## src/rtl/core/audio_block_timestamp_projector_macros.svh

```systemverilog
// assertion helpers used by the top-level rtl module
`ifndef AUDIO_BLOCK_TIMESTAMP_PROJECTOR_MACROS_SVH
`define AUDIO_BLOCK_TIMESTAMP_PROJECTOR_MACROS_SVH

// same-cycle implication
`define ABTP_ASSERT_NOW(lbl, ante, cons, msg) \
   lbl: assert property (@(posedge clock) disable iff (reset) (ante) |-> (cons)) \
      else $error(msg);

// next-cycle implication
`define ABTP_ASSERT_NEXT(lbl, ante, cons, msg) \
   lbl: assert property (@(posedge clock) disable iff (reset) (ante) |=> (cons)) \
      else $error(msg);

`endif

```

## src/rtl/core/abtp_pkg.sv

```systemverilog
package abtp_pkg;

   localparam int DIV_W       = 96;
   localparam int DIV_STEPS   = 96;
   localparam int DIV_CNT_W   = 7;
   localparam int CSR_ADDR_W  = 6;
   localparam int MUL_A_W     = 32;
   localparam int MUL_P_W     = 62;

   localparam logic [29:0] NS_PER_S = 30'd1000000000;

   localparam logic [19:0] SAMPLE_RATE_RST    = 20'd48000;
   localparam logic [39:0] MAX_SAMPLE_AGE_RST = 40'd500000000;
   localparam logic [39:0] MAX_ANCHOR_AGE_RST = 40'd5000000000;
   localparam logic [39:0] MAX_BEHIND_RST     = 40'd2000000000;
   localparam logic [39:0] MAX_AHEAD_RST      = 40'd50000000;

   typedef enum logic [1:0] {
      FUNC_PUBLISH = 2'd0,
      FUNC_PROJECT = 2'd1,
      FUNC_CLEAR   = 2'd2,
      FUNC_NONE    = 2'd3
   } func_type;

   typedef enum logic [2:0] {
      REG_SAMPLE_RATE    = 3'd0,
      REG_MAX_SAMPLE_AGE = 3'd1,
      REG_MAX_ANCHOR_AGE = 3'd2,
      REG_MAX_BEHIND     = 3'd3,
      REG_MAX_AHEAD      = 3'd4
   } reg_index_type;

   typedef enum logic [3:0] {
      ST_IDLE,
      ST_DECODE,
      ST_MUL_LO,
      ST_MUL_HI,
      ST_DIV_P_START,
      ST_DIV_P,
      ST_CHECK,
      ST_WINDOW,
      ST_FB_MUL,
      ST_FB_START,
      ST_DIV_F,
      ST_FB_FIN,
      ST_RESULT
   } state_type;

   typedef struct packed {
      logic [1:0]         func;
      logic signed [63:0] frame_position;
      logic signed [63:0] frame_time_ns;
      logic [63:0]        sampled_at_ns;
      logic signed [63:0] block_start_frame;
      logic [15:0]        block_frames;
      logic [63:0]        callback_entry_ns;
   } req_type;

   typedef struct packed {
      logic        accepted;
      logic [63:0] timestamp_ns;
      logic        from_anchor;
   } rsp_type;

   typedef struct packed {
      logic [19:0] sample_rate;
      logic [39:0] max_sample_age;
      logic [39:0] max_anchor_age;
      logic [39:0] max_behind;
      logic [39:0] max_ahead;
   } cfg_type;

   typedef struct packed {
      logic             done;
      logic [DIV_W-1:0] quotient;
      logic             rem_nz;
   } div_rsp_type;

endpackage

```

## src/rtl/core/abtp_csr.sv

```systemverilog
module abtp_csr
   import abtp_pkg::*;
(
   input  logic                  clock,
   input  logic                  reset,
   input  logic                  psel,
   input  logic                  penable,
   input  logic                  pwrite,
   input  logic [CSR_ADDR_W-1:0] paddr,
   input  logic [63:0]           pwdata,
   output logic [63:0]           prdata,
   output logic                  pready,
   output cfg_type               cfg
);

   cfg_type       cfg_ff;
   cfg_type       cfg_in;
   reg_index_type idx;
   logic          wr;

   assign idx    = reg_index_type'(paddr[CSR_ADDR_W-1:3]);
   assign wr     = psel & penable & pwrite;
   assign pready = 1'b1;
   assign cfg    = cfg_ff;

   always_comb begin
      cfg_in = cfg_ff;
      if (wr) begin
         case (idx)
            REG_SAMPLE_RATE:    cfg_in.sample_rate    = pwdata[19:0];
            REG_MAX_SAMPLE_AGE: cfg_in.max_sample_age = pwdata[39:0];
            REG_MAX_ANCHOR_AGE: cfg_in.max_anchor_age = pwdata[39:0];
            REG_MAX_BEHIND:     cfg_in.max_behind     = pwdata[39:0];
            REG_MAX_AHEAD:      cfg_in.max_ahead      = pwdata[39:0];
            default:            cfg_in = cfg_ff;
         endcase
      end
   end

   always_comb begin
      case (idx)
         REG_SAMPLE_RATE:    prdata = {44'd0, cfg_ff.sample_rate};
         REG_MAX_SAMPLE_AGE: prdata = {24'd0, cfg_ff.max_sample_age};
         REG_MAX_ANCHOR_AGE: prdata = {24'd0, cfg_ff.max_anchor_age};
         REG_MAX_BEHIND:     prdata = {24'd0, cfg_ff.max_behind};
         REG_MAX_AHEAD:      prdata = {24'd0, cfg_ff.max_ahead};
         default:            prdata = 64'd0;
      endcase
   end

   always_ff @(posedge clock) begin
      if (reset) begin
         cfg_ff.sample_rate    <= SAMPLE_RATE_RST;
         cfg_ff.max_sample_age <= MAX_SAMPLE_AGE_RST;
         cfg_ff.max_anchor_age <= MAX_ANCHOR_AGE_RST;
         cfg_ff.max_behind     <= MAX_BEHIND_RST;
         cfg_ff.max_ahead      <= MAX_AHEAD_RST;
      end else begin
         cfg_ff <= cfg_in;
      end
   end

endmodule

```

## config.mk

```make
export PLATFORM = sky130hd
export DESIGN_NAME = abtp_csr
export DESIGN_NICKNAME = d
export VERILOG_FILES = /design/src/rtl/core/audio_block_timestamp_projector_macros.svh /design/src/rtl/core/abtp_pkg.sv /design/src/rtl/core/abtp_csr.sv
export SDC_FILE = /design/constraint.sdc
export NUM_CORES = 1
export LEC_CHECK = 0
export ABC_AREA = 1
export BUFFER_PORTS_ARGS = -buffer_cell sky130_fd_sc_hd__clkbuf_2
export CAP_MARGIN = 20
export CORE_ASPECT_RATIO = 1.1
export CORE_MARGIN = 10
export CORE_UTILIZATION = 26
export CTS_BUF_LIST = sky130_fd_sc_hd__clkbuf_16
export DETAILED_ROUTE_END_ITERATION = 16
export GPL_TIMING_DRIVEN = 0
export MAX_ROUTING_LAYER = met4
export PLACE_DENSITY = 0.49
export SYNTH_ARGS = -nofsm -noshare
export SYNTH_HDL_FRONTEND = slang
export SYNTH_SLANG_ARGS = --single-unit
```

## constraint.sdc

```tcl
create_clock -name clock -period 1 [get_ports clock]
set_input_delay 0.05 -clock clock [delete_from_list [all_inputs] [get_ports clock]]
set_output_delay 0.05 -clock clock [all_outputs]
set_load 0.01 [all_outputs]
```

==> out/metrics.yaml <==
clk_path_buf_depth: 2
core_mm2: 0.0335
netlist_area_mm2: 0.00886
whs_ns: 0.0201
routed_wl_um: 48900
setup_viol: 101
cap_violations: 0
power.density_mw_per_mm2: 1140
post_dp_cell_area_mm2: 0.0108
cp_slowest_cell: "dfxtp_2"
worstReg2RegEnd: "cfg[171]"
gp_congestion: 0.878
status: "complete, but fails checks"
synth_area_per_cell_um2: 6.24
start_kind: "flip-flop"
drt_iter0_markers: 785
cp_num_buf_inv: 1
endpoint_kind: "output port"
cp_cell_sequence: "nand4_1 > nand2_1 > nor2_1 > nand2_1 > clkbuf_2"
io_pins: 320
final_cell_mix: "443 x nand2_1, 272 x nor2_1, 169 x nand3_1, 152 x dfxtp_2, 137 x buf_6"
placed_cells: 2139
finalMaxSlewViolations: 0
synth-seq-cells: 180
antenna_cells: 0
vdd_drop_max_mv: 0.963
hold_viol_final: 0
design_area_mm2: 0.0151
syn-instance-count: 1419
die_area_mm2: 0.0419
finalNonFillerCells: 2318
r2r_slack_ns: 0.15
cp_top_family: "flip-flops"
skew_ns: 0
hold_depth: 5
grt_overflow: 0
grt_pass1_wl_um: 68400
worstHoldStart: "pwdata[4]"
layout.cells.most_common: "nand2_1"
fillCellCount: 3431
r2r_start: "cfg[171]"
dpl.hpwl_um: 34000
drt-pass1-iter-count: 5
final.period_utilization: 1.35
hold_path_class: "in2reg"
cts_made_buffers: 17
io_buffers: 265
viasPerCell: 4.64
finalNetCount: 1948
drc_errors: 0
period_needed_ns: 1.35
max_stage_delay_ns: 0.36
whs_endpoint: "cfg[44]"
setup_slack_ns: -0.352
cts_tree: "built"
rsz0062_at_grt: "true"
synth-seq-area-share: 0.407
p_leak_nw: 7.57
die_w_um: 196
worst_r2r_path_depth: 4
wire_per_inst_um: 21.1
placementRows: 70
violations: "setup timing"
cp_common_cell: "nand2_1"
ant_nets: 0
track_usage: 0.227
path_clk_slew_ns: 0.08
grt_max_degree: 17
worstSkewPairLatency_ns: 0.43
final_layout_size_suffix_gt1_frac: 0.425
cts.sinks: 180
critPathMaxFanout: 2
max_freq_mhz: 739
grt_pass1_vias: 10300
syn_to_final_growth_pct: 70.3
cts_root_buffer: "clkbuf_16"
chipHeight_um: 214
num_vias: 10800
multiInputGateArea_mm2: 0.00457
tightest_slew_ns: 0.842
synth.distinct_cells: 18
cp.required_ns: 0.95
slew_headroom: 0.439
yosysWarnings: 0
cts.htree.levels: 4
crit_type: "reg2out"
largest_register_ff_count: 180
antenna_found_initial: 0
finish.utilization: 0.451
start_util: 0.265
cp.arrival_ns: 1.30
regArea_mm2: 0.00390
==> metrics by stage <==
stage	power (mW)	setup WS (ns)	setup TNS (ns)
after floorplan	8.53	0.00692	0
after global placement	9.40	-0.713	-116.41
after detailed placement	9.41	-0.742	-117.87
after CTS	17.1	-0.377	-15.25
after global routing	17.8	-0.416	-18.29
final	17.2	-0.352	-14.69
==> metal layers <==
| metal | wire length (µm) | vias to the layer above | track usage |
|---|---|---|---|
| met2 | 23500 | 427 | 0.373 |
| met3 | 3730 | 60 | 0.0480 |
| met5 | 0 | - | - |
| met4 | 1380 | 0 | 0.0661 |
| met1 | 20400 | 5064 | 0.276 |
| li1 | - | 5200 | - |
==> what timing repair did <==
| item | 4_1_cts | 5_1_grt |
|---|---|---|
| endpoints found under the hold margin | 127 | 0 |
| gates cloned | 2 | 2 |
| setup buffers | 64 | 62 |
| resized for setup | 431 | 432 |
| pin swaps | 51 | 54 |
| hold buffers | 38 | 0 |
| endpoints found under the setup margin | 350 | 257 |
==> layout make-up <==
type,count,area share
timing repair buffer,412,0.266
clock inverter,15,0.0119
clock buffer,17,0.0282
multi-input combinational,1032,0.303
inverter,113,0.0304
tap,432,0.0358
sequential,180,0.258
buffer,117,0.0661
==> report_power, final <==
part | leakage, nW | switching [mW] | internal [mW] | total, mW
logic | 5.78 | 1.53 | 1.08 | 2.62
clock network | 0.289 | 3.33 | 3.96 | 7.29
registers | 1.50 | 0.0946 | 7.20 | 7.30
total | 7.57 | 4.95 | 12.2 | 17.2
==> Yosys cell counts <==
library cell  number  area, µm²
buf_6              5       56.3
inv_2              3       11.3
nand3_1          181        906
clkbuf_1          13       48.8
nand2_1          504       1890
buf_2             41        205
nand2_2            1       6.26
inv_1            109        409
nor2_1           284       1070
conb_1             2       7.51
inv_6              1       8.76
nand4_1           27        169
buf_4             45        338
nor2_4             2       22.5
buf_1             13       48.8
nor2_2             5       31.3
dfxtp_1          180       3600
nand3_2            3       30.0
==> worst register-to-register path: stages (launching register included) <==
cell	delay, ns
dfxtp_2	0.34
buf_6	0.12
buf_4	0.12
nand2_1	0.06
nand3_1	0.07
==> worst max-delay path by stage <==
stage / endpoint / start / cells after the start
after floorplan: prdata[0] / paddr[4] / 9
after global routing: prdata[16] / cfg[56] / 5
final: prdata[17] / cfg[57] / 5
after CTS: prdata[16] / cfg[136] / 5
after global placement: cfg[147] / penable / 8
after detailed placement: cfg[23] / reset / 5
==> cell families after synthesis <==
| family | share of synthesized area |
|---|---|
| other | 0.000848 |
| flip-flops | 0.407 |
| buffers and inverters | 0.127 |
| AND/OR/NAND/NOR | 0.465 |
(Power assumes the default switching activity.)
