$ cat src/rtl/core/audio_block_timestamp_projector_macros.svh
// assertion helpers used by the top-level rtl module
`ifndef AUDIO_BLOCK_TIMESTAMP_PROJECTOR_MACROS_SVH
`define AUDIO_BLOCK_TIMESTAMP_PROJECTOR_MACROS_SVH

// same-cycle implication
`define ABTP_ASSERT_NOW(lbl, ante, cons, msg) \
   lbl: assert property (@(posedge clock) disable iff (reset) (ante) |-> (cons)) \
      else $error(msg);

// next-cycle implication
`define ABTP_ASSERT_NEXT(lbl, ante, cons, msg) \
   lbl: assert property (@(posedge clock) disable iff (reset) (ante) |=> (cons)) \
      else $error(msg);

`endif

$ cat src/rtl/core/abtp_pkg.sv
package abtp_pkg;

   localparam int DIV_W       = 96;
   localparam int DIV_STEPS   = 96;
   localparam int DIV_CNT_W   = 7;
   localparam int CSR_ADDR_W  = 6;
   localparam int MUL_A_W     = 32;
   localparam int MUL_P_W     = 62;

   localparam logic [29:0] NS_PER_S = 30'd1000000000;

   localparam logic [19:0] SAMPLE_RATE_RST    = 20'd48000;
   localparam logic [39:0] MAX_SAMPLE_AGE_RST = 40'd500000000;
   localparam logic [39:0] MAX_ANCHOR_AGE_RST = 40'd5000000000;
   localparam logic [39:0] MAX_BEHIND_RST     = 40'd2000000000;
   localparam logic [39:0] MAX_AHEAD_RST      = 40'd50000000;

   typedef enum logic [1:0] {
      FUNC_PUBLISH = 2'd0,
      FUNC_PROJECT = 2'd1,
      FUNC_CLEAR   = 2'd2,
      FUNC_NONE    = 2'd3
   } func_type;

   typedef enum logic [2:0] {
      REG_SAMPLE_RATE    = 3'd0,
      REG_MAX_SAMPLE_AGE = 3'd1,
      REG_MAX_ANCHOR_AGE = 3'd2,
      REG_MAX_BEHIND     = 3'd3,
      REG_MAX_AHEAD      = 3'd4
   } reg_index_type;

   typedef enum logic [3:0] {
      ST_IDLE,
      ST_DECODE,
      ST_MUL_LO,
      ST_MUL_HI,
      ST_DIV_P_START,
      ST_DIV_P,
      ST_CHECK,
      ST_WINDOW,
      ST_FB_MUL,
      ST_FB_START,
      ST_DIV_F,
      ST_FB_FIN,
      ST_RESULT
   } state_type;

   typedef struct packed {
      logic [1:0]         func;
      logic signed [63:0] frame_position;
      logic signed [63:0] frame_time_ns;
      logic [63:0]        sampled_at_ns;
      logic signed [63:0] block_start_frame;
      logic [15:0]        block_frames;
      logic [63:0]        callback_entry_ns;
   } req_type;

   typedef struct packed {
      logic        accepted;
      logic [63:0] timestamp_ns;
      logic        from_anchor;
   } rsp_type;

   typedef struct packed {
      logic [19:0] sample_rate;
      logic [39:0] max_sample_age;
      logic [39:0] max_anchor_age;
      logic [39:0] max_behind;
      logic [39:0] max_ahead;
   } cfg_type;

   typedef struct packed {
      logic             done;
      logic [DIV_W-1:0] quotient;
      logic             rem_nz;
   } div_rsp_type;

endpackage

$ cat src/rtl/core/abtp_div.sv
module abtp_div
   import abtp_pkg::*;
(
   input  logic             clock,
   input  logic             reset,
   input  logic             start,
   input  logic [DIV_W-1:0] numer,
   input  logic [19:0]      divisor,
   output div_rsp_type      rsp
);

   logic [DIV_W-1:0]     num_ff, num_in;
   logic [19:0]          rem_ff, rem_in;
   logic [DIV_CNT_W-1:0] cnt_ff, cnt_in;
   logic                 busy_ff, busy_in;
   logic                 done_ff, done_in;
   logic [20:0]          trial;
   logic [20:0]          diff;
   logic                 ge;

   assign trial = {rem_ff, num_ff[DIV_W-1]};
   assign diff  = trial - {1'b0, divisor};
   assign ge    = trial >= {1'b0, divisor};

   always_comb begin
      num_in  = num_ff;
      rem_in  = rem_ff;
      cnt_in  = cnt_ff;
      busy_in = busy_ff;
      done_in = 1'b0;
      if (start) begin
         num_in  = numer;
         rem_in  = 20'd0;
         cnt_in  = DIV_CNT_W'(DIV_STEPS);
         busy_in = 1'b1;
      end else if (busy_ff) begin
         num_in = {num_ff[DIV_W-2:0], ge};
         rem_in = ge ? diff[19:0] : trial[19:0];
         cnt_in = cnt_ff - 1'b1;
         if (cnt_ff == DIV_CNT_W'(1)) begin
            busy_in = 1'b0;
            done_in = 1'b1;
         end
      end
   end

   always_ff @(posedge clock) begin
      if (reset) begin
         busy_ff <= 1'b0;
         done_ff <= 1'b0;
         cnt_ff  <= '0;
      end else begin
         busy_ff <= busy_in;
         done_ff <= done_in;
         cnt_ff  <= cnt_in;
      end
      num_ff <= num_in;
      rem_ff <= rem_in;
   end

   assign rsp.done     = done_ff;
   assign rsp.quotient = num_ff;
   assign rsp.rem_nz   = |rem_ff;

endmodule

$ cat config.mk
export PLATFORM = sky130hd
export DESIGN_NAME = abtp_div
export DESIGN_NICKNAME = d
export VERILOG_FILES = /design/src/rtl/core/audio_block_timestamp_projector_macros.svh /design/src/rtl/core/abtp_pkg.sv /design/src/rtl/core/abtp_div.sv
export SDC_FILE = /design/constraint.sdc
export NUM_CORES = 1
export LEC_CHECK = 0
export ABC_AREA = 1
export BUFFER_PORTS_ARGS = -buffer_cell sky130_fd_sc_hd__buf_2
export CAP_MARGIN = 20
export CORE_MARGIN = 2
export CORE_UTILIZATION = 55
export DETAILED_ROUTE_END_ITERATION = 8
export GPL_ROUTABILITY_DRIVEN = 0
export GPL_TIMING_DRIVEN = 0
export PLACE_DENSITY_LB_ADDON = 0.08
export SKIP_LAST_GASP = 1
export SLEW_MARGIN = 20
export SYNTH_ARGS = -nofsm -noshare
export SYNTH_HDL_FRONTEND = slang
export SYNTH_SLANG_ARGS = --single-unit
$ cat constraint.sdc
create_clock -name clock -period 6.4 [get_ports clock]
set_clock_uncertainty 0.15 [all_clocks]
set_input_delay 0.64 -clock clock [delete_from_list [all_inputs] [get_ports clock]]
set_output_delay 0.64 -clock clock [all_outputs]
set_load 0.05 [all_outputs]
==> results.md, run 1 <==
- Status: completed
- H-tree level count: 4
- Final Hold Violating Endpoints: 0
- Vias: 6428
- Vias in the first global route: 6020
- Data required, critical path: 5610 ps
- Initial Utilization: 55.6%
- #FFs+latches synth: 125
- Vias/cell: 4.93
- Reg clk slew, reported paths: 60 ps
- Post-synth top area cell: edfxtp_1
- Setup total negative slack: 0 ps
- Power density over the cells: 278 mW/mm^2
- Largest net degree at the start of global routing: 88
- Util after Layout: 70.9%
- Slew Limit Headroom: 61.3%
- Total of max-cap violations: 0
- Final setup viols: 0
- Synth Area in Simple Gates: 33.7%
- Die ar.: 0.0135 mm^2
- Die Y: 116 um
- Startpoint types: flip-flop
- IO Count: 217
- Synth top area share: 41.6%
- Worst skew pair latency: 430 ps
- Slew @ Worst Pin: 580 ps
- DP Wirelength: 13.6 mm
- Static Leak: 4.70 nW
- Critical path type: reg2out
- Die Wd: 116 um
- Root Driver: clkbuf_16
- Power Total: 2.45 mW
- Cts hold-fix bufs: 0
- Sequential fraction of the synthesis area: 49.9%
- First-pass GRT wire length: 28.0 mm
- Mapped Cells: 884
- Site row count: 41
- Antenna violations before repair: 0
- DRC Markers: 0
- Yosys warning total: 0
- CTS tree: yes
- Mux cell area share after synthesis: 0%
- Crit path DAT: 1660 ps
- Routed WL per cell: 13.9 um
- Top Metal Used: met4
- Synth unique cells: 35
- GRT Util Overall: 27.2%
- CTS Sinks: 125
- Port-buffer cells: 215
- CP endpoint kind: primary output
- Compound-Gate Fraction of Synth Area: 2.89%
- Share of cells above drive strength 1: 25.8%
- Syn_nets: 1026
- Fin crit period: 2450 ps
- Min-Delay Path Class: in2reg
- Routed wire length: 18.2 mm
- Total core area: 0.0125 mm^2
- Fmax: 409 MHz
- Post-CTS Setup Repair Bufs: 0
- Met3 wire length: 1.36 mm
- DRT iter0 DRCs: 407
- Max-slew violations: 0
- Synthesized area: 0.00694 mm^2
- Clock buffer depth: 2
- Synthesis-to-layout area growth: 27.5%
- RSZ-0062 raised after global routing: no
- Net count, final: 1261
- Final hold slack: 283 ps
- DRT met1 WL: 7.71 mm
- Post-Synth XOR/XNOR Area: 1.26%
- Synth top area cells: edfxtp_1 42%, nand2_1 23%, dfxtp_1 8.4%, inv_1 5.0%, ha_1 4.0%
- First-pass iteration count of the detailed router: 5
- Period utilization: 38.2%
- Routed Antenna Nets: 0
- Worst ir drop on vdd: 0.202 mV
- Resized cells post-CTS: 0
- Clock buffer count from CTS: 17
- Avg Inst Size Synth: 7.85 um^2
- Largest family of logic cells by synthesized area: simple AND/OR/NAND/NOR gates
- Gr ovfl total: 0
- Post-Synth Adder-Cell Area: 4.26%
- Met2 wire length: 8.66 mm
- Crit Path Max Fanout: 4
cell families (layout without fill, tap and decap cells):
logic type | Yosys count | count (layout)
flip-flops | 125 | 125
AO/OA/AOI/OAI | 37 | 37
buffers and inverters | 131 | 379
XOR/XNOR | 10 | 10
AND/OR/NAND/NOR | 558 | 558
adder cells (fa/ha/maj) | 23 | 23
other | 0 | 1
worst max-delay path: stages (launching register included):
cell and delay (ps):
dfxtp_1 340, nor4_1 470, nand4_1 160, buf_2 250
cell usage in the layout, fill, tap and decap left out, types with 2 or more instances in the layout:
| cell | netlist | final |
|---|---|---|
| a21oi_1 | 17 | 17 |
| a31o_2 | 2 | 2 |
| buf_2 | 6 | 221 |
| buf_4 | 3 | 3 |
| buf_6 | 3 | 3 |
| clkbuf_1 | 18 | 19 |
| clkbuf_16 | 0 | 18 |
| clkinv_1 | 3 | 2 |
| clkinv_4 | 0 | 4 |
| dfxtp_1 | 29 | 29 |
| edfxtp_1 | 96 | 96 |
| ha_1 | 22 | 22 |
| inv_1 | 93 | 93 |
| inv_2 | 3 | 3 |
| inv_4 | 0 | 3 |
| inv_6 | 0 | 4 |
| nand2_1 | 427 | 427 |
| nand2_2 | 8 | 8 |
| nand2_4 | 2 | 2 |
| nand3_1 | 50 | 50 |
| nand3_2 | 9 | 9 |
| nand3b_1 | 11 | 11 |
| nand4_1 | 5 | 5 |
| nor2_1 | 29 | 29 |
| nor2_2 | 4 | 4 |
| nor3_1 | 8 | 8 |
| nor4_1 | 3 | 3 |
| o21ai_0 | 6 | 6 |
| o21ai_1 | 9 | 9 |
| xnor2_1 | 7 | 7 |
| xor2_1 | 3 | 3 |
flip-flops by register name (all words and copies together), names as in the netlist:
name	flops
done_ff	1
rem_ff	20
cnt_ff	7
num_ff	96
busy_ff	1
cell usage after synthesis, drive strengths merged:
master	instances
xor2	3
nand4	5
a21oi	18
clkbuf	19
fa	1
xnor2	7
nor4	3
nor2	33
nand3b	11
nor3b	1
clkinv	3
ha	22
dfxtp	29
edfxtp	96
a31oi	1
nor3	9
inv	96
o21a	1
buf	13
nand3	59
nand2	437
o21ai	15
a31o	2
where the power goes:
group	total [mW]	switching, mW	leakage, nW	internal [mW]
logic	0.506	0.383	3.19	0.123
clock network	0.948	0.383	0.291	0.566
registers	1.00	0.0379	1.22	0.962
total	2.45	0.804	4.70	1.65
layer usage:
metal,GRT usage [%],up-vias
li1,-,3281
met1,33.6,2889
met2,43.4,225
met3,9.19,33
met4,12.0,0
met5,0,-
layout make-up:
class | instances | area [um^2]
diodes | 1 | 2.50
repair buffers | 216 | 1100
clock buffers | 19 | 454
well taps | 172 | 215
multi-input cells | 628 | 2920
plain buffers | 32 | 179
fillers | 1086 | 3620
clock inverters | 13 | 126
inverters | 99 | 377
flip-flops and latches | 125 | 3460
worst paths after layout:
kind                      startpoint                      end  slack (ps)  depth (start not counted)
max          rem_ff[15]$_SDFFE_PP0P_                   rsp[0]        3950                          3
min                            reset       busy_ff$_SDFF_PP0_         280                          2
max reg2reg     num_ff[95]$_DFFE_PP_  rem_ff[16]$_SDFFE_PP0P_        4130                         13
min reg2reg   cnt_ff[4]$_SDFFE_PP0P_   cnt_ff[4]$_SDFFE_PP0P_         330                          1
stage by stage:
step           instance area (um^2)  instances  setup slack (ps)
6_report                       8840       1305              3950
5_1_grt                        8840       1304              3880
3_5_place_dp                   8260       1272              3810
2_1_floorplan                  6940        884              2340
3_3_place_gp                   8230       1271               870
4_1_cts                        8840       1304              3920
No activity file was read; power rests on OpenSTA's default activity.
==> inputs of run 2 (changes only) <==
CORE_UTILIZATION = 52   (was 55)
clock period = 2.3 ns   (was 6.4 ns; I/O delays follow)
==> results.md, run 2 (synthesis gave the netlist of run 1 again) <==
- Data required, critical path: 2460 ps (-3150 ps)
- Net count, final: 1356 (+7.5%)
- CTS Sinks: 125 (unchanged)
- Post-route cell area: 0.00983 mm^2 (+11%)
- Total of max-cap violations: 0 (unchanged)
- Root Driver: clkbuf_16
- Fin crit period: 2180 ps
- IO Count: 217 (unchanged)
- Footprint of the multi-input gates: 0.00300 mm^2 (+2.7%)
- Period utilization: 94.8%
- Post-CTS Setup Repair Bufs: 0 (unchanged)
- Static Leak: 5.06 nW (+7.7%)
- Clock buffer count from CTS: 17 (unchanged)
- CTS tree: yes
- Slew @ Worst Pin: 817 ps (+236 ps)
- DRT iter0 DRCs: 485 (+19%)
- Die ar.: 0.0143 mm^2 (+5.6%)
- DP Wirelength: 13.6 mm (+0.43%)
- Status: completed
- Register with the most flip-flops: num_ff
- First-pass iteration count of the detailed router: 5 (unchanged)
- Site row count: 42 (+2.4%)
- Total core area: 0.0131 mm^2 (+5.4%)
- Die Wd: 119 um (+2.7%)
- Reg clk slew, reported paths: 50 ps (about the same)
- Largest net degree at the start of global routing: 106 (+20%)
- Antenna violations before repair: 1 (+1)
- Gr ovfl total: 0 (unchanged)
- Power density over the cells: 697 mW/mm^2 (+150%)
- Port-buffer cells: 215 (unchanged)
- Worst skew pair latency: 420 ps (about the same)
- Crit path DAT: 2340 ps (+680 ps)
- Vias: 7013 (+9.1%)
- Post-Place Worst Slack: -103 ps (-3920 ps)
- Final WS setup: 120 ps (-3830 ps)
- Final setup viols: 0 (unchanged)
- First-pass GRT wire length: 32.8 mm (+17%)
- Synthesis-to-layout area growth: 41.8%
- DRC Markers: 0 (unchanged)
- Commonest non-fill, non-tap cell in the layout: nand2_1
- Routed Antenna Nets: 0 (unchanged)
- Clock buffer depth: 2 (unchanged)
- Initial Utilization: 52.8% (-2.8 points)
- H-tree level count: 4 (unchanged)
- Crit Path Max Fanout: 3 (-1)
- Most frequent cells in the layout: 426 x nand2_1, 221 x buf_2, 96 x dlygate4sd3_1, 96 x edfxtp_1, 93 x inv_1
- Routed WL per cell: 15.0 um (+7.6%)
- Seq. cell area: 0.00346 mm^2 (unchanged)
- Min-Delay Path Class: in2reg
- Util after Layout: 74.8% (+3.9 points)
- Vias/cell: 4.99 (+1.3%)
- Max-slew violations: 0 (unchanged)
- Top flop regs: num_ff x96, rem_ff x20, cnt_ff x7
- Worst ir drop on vdd: 0.635 mV (+210%)
- Startpoint types: flip-flop
- Max reg flops: 96 (unchanged)
- Slew Limit Headroom: 45.6% (-16 points)
- Share of cells above drive strength 1: 24.0% (-1.8 points)
- Die Y: 119 um (+2.7%)
- Critical path type: reg2reg
- Fmax: 459 MHz
- GRT Util Overall: 29.3% (+2.1 points)
- Vias in the first global route: 6816 (+13%)
- DP Area: 0.00824 mm^2 (-0.24%)
- Final Hold Violating Endpoints: 0 (unchanged)
- Fill cell count: 969 (-11%)
- CP endpoint kind: flip-flop
- Routed wire length: 21.0 mm (+16%)
-- run 2: worst paths after layout --
kind,from,endpoint,slack [ps],cells after the start
hold reg to reg,rem_ff[19]$_SDFFE_PP0P_,rem_ff[19]$_SDFFE_PP0P_,320,2
setup / recovery,num_ff[95]$_DFFE_PP_,rem_ff[16]$_SDFFE_PP0P_,120,13
setup reg to reg,num_ff[95]$_DFFE_PP_,rem_ff[16]$_SDFFE_PP0P_,120,13
hold / removal,numer[0],num_ff[0]$_DFFE_PP_,60,3
-- run 2: cell type report --
type,instances,share of cell area (%)
Clock buffer,24,4.80
Tap cell,176,2.24
Timing Repair Buffer,311,20.7
Buffer,32,1.82
Multi-Input combinational cell,628,30.5
Antenna cell,2,0.0509
Inverter,99,3.92
Sequential cell,125,35.2
Clock inverter,8,0.700
-- run 2: critical path: stages, from the launching register on --
cell and delay (ps):
edfxtp_1 340, inv_1 70, ha_1 210, fa_2 380, inv_1 90, nand3_1 70
nand3_1 130, nand2_1 70, nand2_1 130, nand2_1 120, nand3_1 120, nand3_2 80
nand3_1 70, nand2_1 50
-- run 2: power by group --
group / leakage, nW / switching (mW) / internal [mW] / total, mW
Sequential: 1.22 / 0.110 / 2.68 / 2.79
Combinational: 3.58 / 1.12 / 0.451 / 1.58
Clock: 0.263 / 0.955 / 1.53 / 2.48
Total: 5.06 / 2.19 / 4.66 / 6.85
-- run 2: timing repair --
item,CTS,global route
resized for setup,0,11
setup endpoints to repair,0,117
hold buffers,96,0
hold endpoints to repair,98,0
-- run 2: per-layer routing --
metal,share of wire (%),GRT usage [%],vias to the layer above
met5,0,0,-
met4,3.3,11.7,0
met3,6.5,7.94,48
met2,49,50.0,294
met1,41,35.1,3206
li1,-,-,3465
-- run 2: stage by stage --
step | hold slack (ps) | instances | TNS (ps) | power, mW
6_report | 59.6 | 1405 | 0 | 6.85
5_1_grt | 65.7 | 1404 | -28.1 | 7.11
4_1_cts | 45.4 | 1403 | 0 | 6.81
3_5_place_dp | 311 | 1275 | -9600 | 4.23
3_3_place_gp | 309 | 1275 | -12160 | 4.21
2_1_floorplan | 149 | 884 | 0 | 3.83
==> inputs of run 3 (changes only) <==
CORE_UTILIZATION = 47   (was 52)
clock period = 1.9 ns   (was 2.3 ns; I/O delays follow)
==> results.md, run 3 (synthesis gave the netlist of run 1 again) <==
- Status: finished, violations left
- Violated checks: negative setup slack
- Max-slew violations: 0 (unchanged)
- Max reg flops: 96 (unchanged)
- Crit path DAT: 1700 ps (-640 ps)
- Port-buffer cells: 215 (unchanged)
- Die Y: 125 um (+5.0%)
- Final Hold Violating Endpoints: 0 (unchanged)
- Antenna violations before repair: 0 (-1)
- IO Count: 217 (unchanged)
- Total of max-cap violations: 0 (unchanged)
- Die ar.: 0.0157 mm^2 (+10%)
- Critical Path Stages: 4 (-9)
- Fmax: 490 MHz
- Final hold slack: 42.1 ps (-17.5 ps)
- Net count, final: 1390 (+2.5%)
- Crit Path Max Fanout: 3 (unchanged)
- Hold path endpoint: num_ff[0]$_DFFE_PP_
- DRC Markers: 0 (unchanged)
- Largest net degree at the start of global routing: 54 (-49%)
- Power Total: 8.88 mW (+30%)
- Worst ir drop on vdd: 0.597 mV (-6.1%)
- CP endpoint kind: primary output
- Footprint of the multi-input gates: 0.00345 mm^2 (+15%)
- Largest delay contributor family on the critical path: simple AND/OR/NAND/NOR gates
- Vias/cell: 5.03 (+0.68%)
- Top flop regs: num_ff x96, rem_ff x20, cnt_ff x7
- R2r worst-path depth: 13 (unchanged)
- Clock buffer count from CTS: 17 (unchanged)
- Power density over the cells: 827 mW/mm^2 (+19%)
- Min-Delay Path Class: in2reg
- Total core area: 0.0145 mm^2 (+10%)
- Site row count: 44 (+4.8%)
- Share of cells above drive strength 1: 32.4% (+8.4 points)
- Slew @ Worst Pin: 685 ps (-132 ps)
- DP Area: 0.00830 mm^2 (+0.76%)
- Root Driver: clkbuf_16
- Clock buffer depth: 2 (unchanged)
- Data required, critical path: 1560 ps (-900 ps)
- Hold Startpoint: numer[0]
- Cell count of the worst hold path: 3 (unchanged)
- Max stage delay on crit path: 390 ps (about the same)
- H-tree level count: 4 (unchanged)
- Worst skew pair latency: 420 ps (about the same)
- Synthesis-to-layout area growth: 54.9%
- Final setup viols: 22 (+22)
- Static Leak: 5.38 nW (+6.3%)
- Routed Antenna Nets: 0 (unchanged)
- Initial Utilization: 47.9% (-4.9 points)
- RSZ-0062 raised after global routing: yes
- R2r setup slk: -120 ps (-240 ps)
- Most frequent cells in the layout: 402 x nand2_1, 221 x buf_2, 96 x dlygate4sd3_1, 96 x edfxtp_1, 89 x inv_1
- Reg-to-reg endpoint: rem_ff[16]$_SDFFE_PP0P_
- Vias: 7262 (+3.6%)
- Critical path type: reg2out
- RR Startpoint: num_ff[95]$_DFFE_PP_
- CP bufs+invs: 2 (unchanged)
- Routed WL per cell: 15.7 um (+4.9%)
- DRT iter0 DRCs: 535 (+10%)
- GRT Util Overall: 28.3% (-0.98 points)
- Reg clk slew, reported paths: 60 ps (about the same)
- Fin crit period: 2040 ps
- DP Wirelength: 13.9 mm (+2.0%)
- Final WS setup: -139 ps (-259 ps)
- CTS tree: yes
- Period utilization: 107%
- Startpoint types: flip-flop
- Register with the most flip-flops: num_ff
- Vias in the first global route: 7015 (+2.9%)
- Gr ovfl total: 0 (unchanged)
- Post-route cell area: 0.0107 mm^2 (+9.3%)
- N_diodes: 0 (-2)
- Commonest non-fill, non-tap cell in the layout: nand2_1
- Routed wire length: 22.7 mm (+7.9%)
- Slew Limit Headroom: 54.3% (+8.8 points)
- CP Cell Sequence: buf_4 > nor4_1 > nand4_1 > buf_2
- CTS Sinks: 125 (unchanged)
- Fill cell count: 1083 (+12%)
- First-pass iteration count of the detailed router: 5 (unchanged)
- First-pass GRT wire length: 35.3 mm (+7.7%)
- Die Wd: 125 um (+5.0%)
- Slowest cell on the critical path: nor4_1
- Seq. cell area: 0.00350 mm^2 (+1.0%)
run 3: cell count changes in the layout (fill, tap and decap cells not counted), moves of 9 or more:
| cell | before | now |
|---|---|---|
| buf_4 | 3 | 28 |
| nand2_1 | 426 | 402 |
| dfxtp_1 | 29 | 14 |
| ha_4 | 5 | 19 |
| nand2_2 | 9 | 22 |
| ha_1 | 15 | 3 |
| nand2_4 | 2 | 11 |
| nand3_1 | 50 | 41 |
run 3: per-layer routing:
| layer | GRT usage (%) | up-vias | wire [um] |
|---|---|---|---|
| li1 | - | 3537 | - |
| met1 | 33.9 | 3381 | 9010 |
| met2 | 49.1 | 295 | 11500 |
| met3 | 6.20 | 49 | 1460 |
| met4 | 11.8 | 0 | 683 |
| met5 | 0 | - | 0 |
run 3: what timing repair did:
| item | in CTS | in global routing |
|---|---|---|
| pin swaps | 6 | 22 |
| resized for setup | 76 | 41 |
| endpoints found under the setup margin | 118 | 118 |
| setup buffers | 12 | 16 |
| hold buffers | 96 | 0 |
| hold endpoints to repair | 100 | 0 |
| cloned | 4 | 2 |
run 3: worst max path at each step:
| stage | startpoint | endpoint | slack (ps) |
|---|---|---|---|
| after floorplan | num_ff[95]$_DFFE_PP_ | rem_ff[16]$_SDFFE_PP0P_ | -250 |
| after global placement | start | num_ff[49]$_DFFE_PP_ | -520 |
| after detailed placement | start | num_ff[36]$_DFFE_PP_ | -500 |
| after CTS | num_ff[95]$_DFFE_PP_ | rem_ff[14]$_SDFFE_PP0P_ | -90 |
| after global routing | num_ff[95]$_DFFE_PP_ | rem_ff[16]$_SDFFE_PP0P_ | -240 |
| final | rem_ff[7]$_SDFFE_PP0P_ | rsp[0] | -140 |
run 3: metrics by stage:
step | instances | setup WS (ps) | utilization [%] | setup TNS, ps
2_1_floorplan | 884 | -255 | - | -3010
3_3_place_gp | 1283 | -523 | 57.3 | -59890
3_5_place_dp | 1283 | -498 | 57.3 | -56600
4_1_cts | 1427 | -86.4 | 71.9 | -1420
5_1_grt | 1445 | -236 | 74.2 | -4150
6_report | 1445 | -139 | 74.2 | -2130
run 3: final cells by class:
cell class	instances	share of cell area [%]
Sequential cell	125	32.6
Buffer	32	1.84
Multi-Input combinational cell	628	32.1
Clock buffer	18	4.09
Tap cell	184	2.14
Timing Repair inverter	2	0.163
Inverter	99	3.60
Timing Repair Buffer	343	21.8
Clock inverter	14	1.77
run 3: worst min-delay path: cells and delay by family:
family | cells | cell delay [ps]
and+or+nand+nor | 1 | 40
AOI/OAI and AO/OA | 1 | 170
buffers and inverters | 1 | 80
run 3: report_power, final:
| part | switching [mW] | total (mW) | internal (mW) |
|---|---|---|---|
| Clock | 1.27 | 3.50 | 2.23 |
| Sequential | 0.132 | 3.36 | 3.23 |
| Combinational | 1.41 | 2.02 | 0.608 |
| Total | 2.81 | 8.88 | 6.07 |
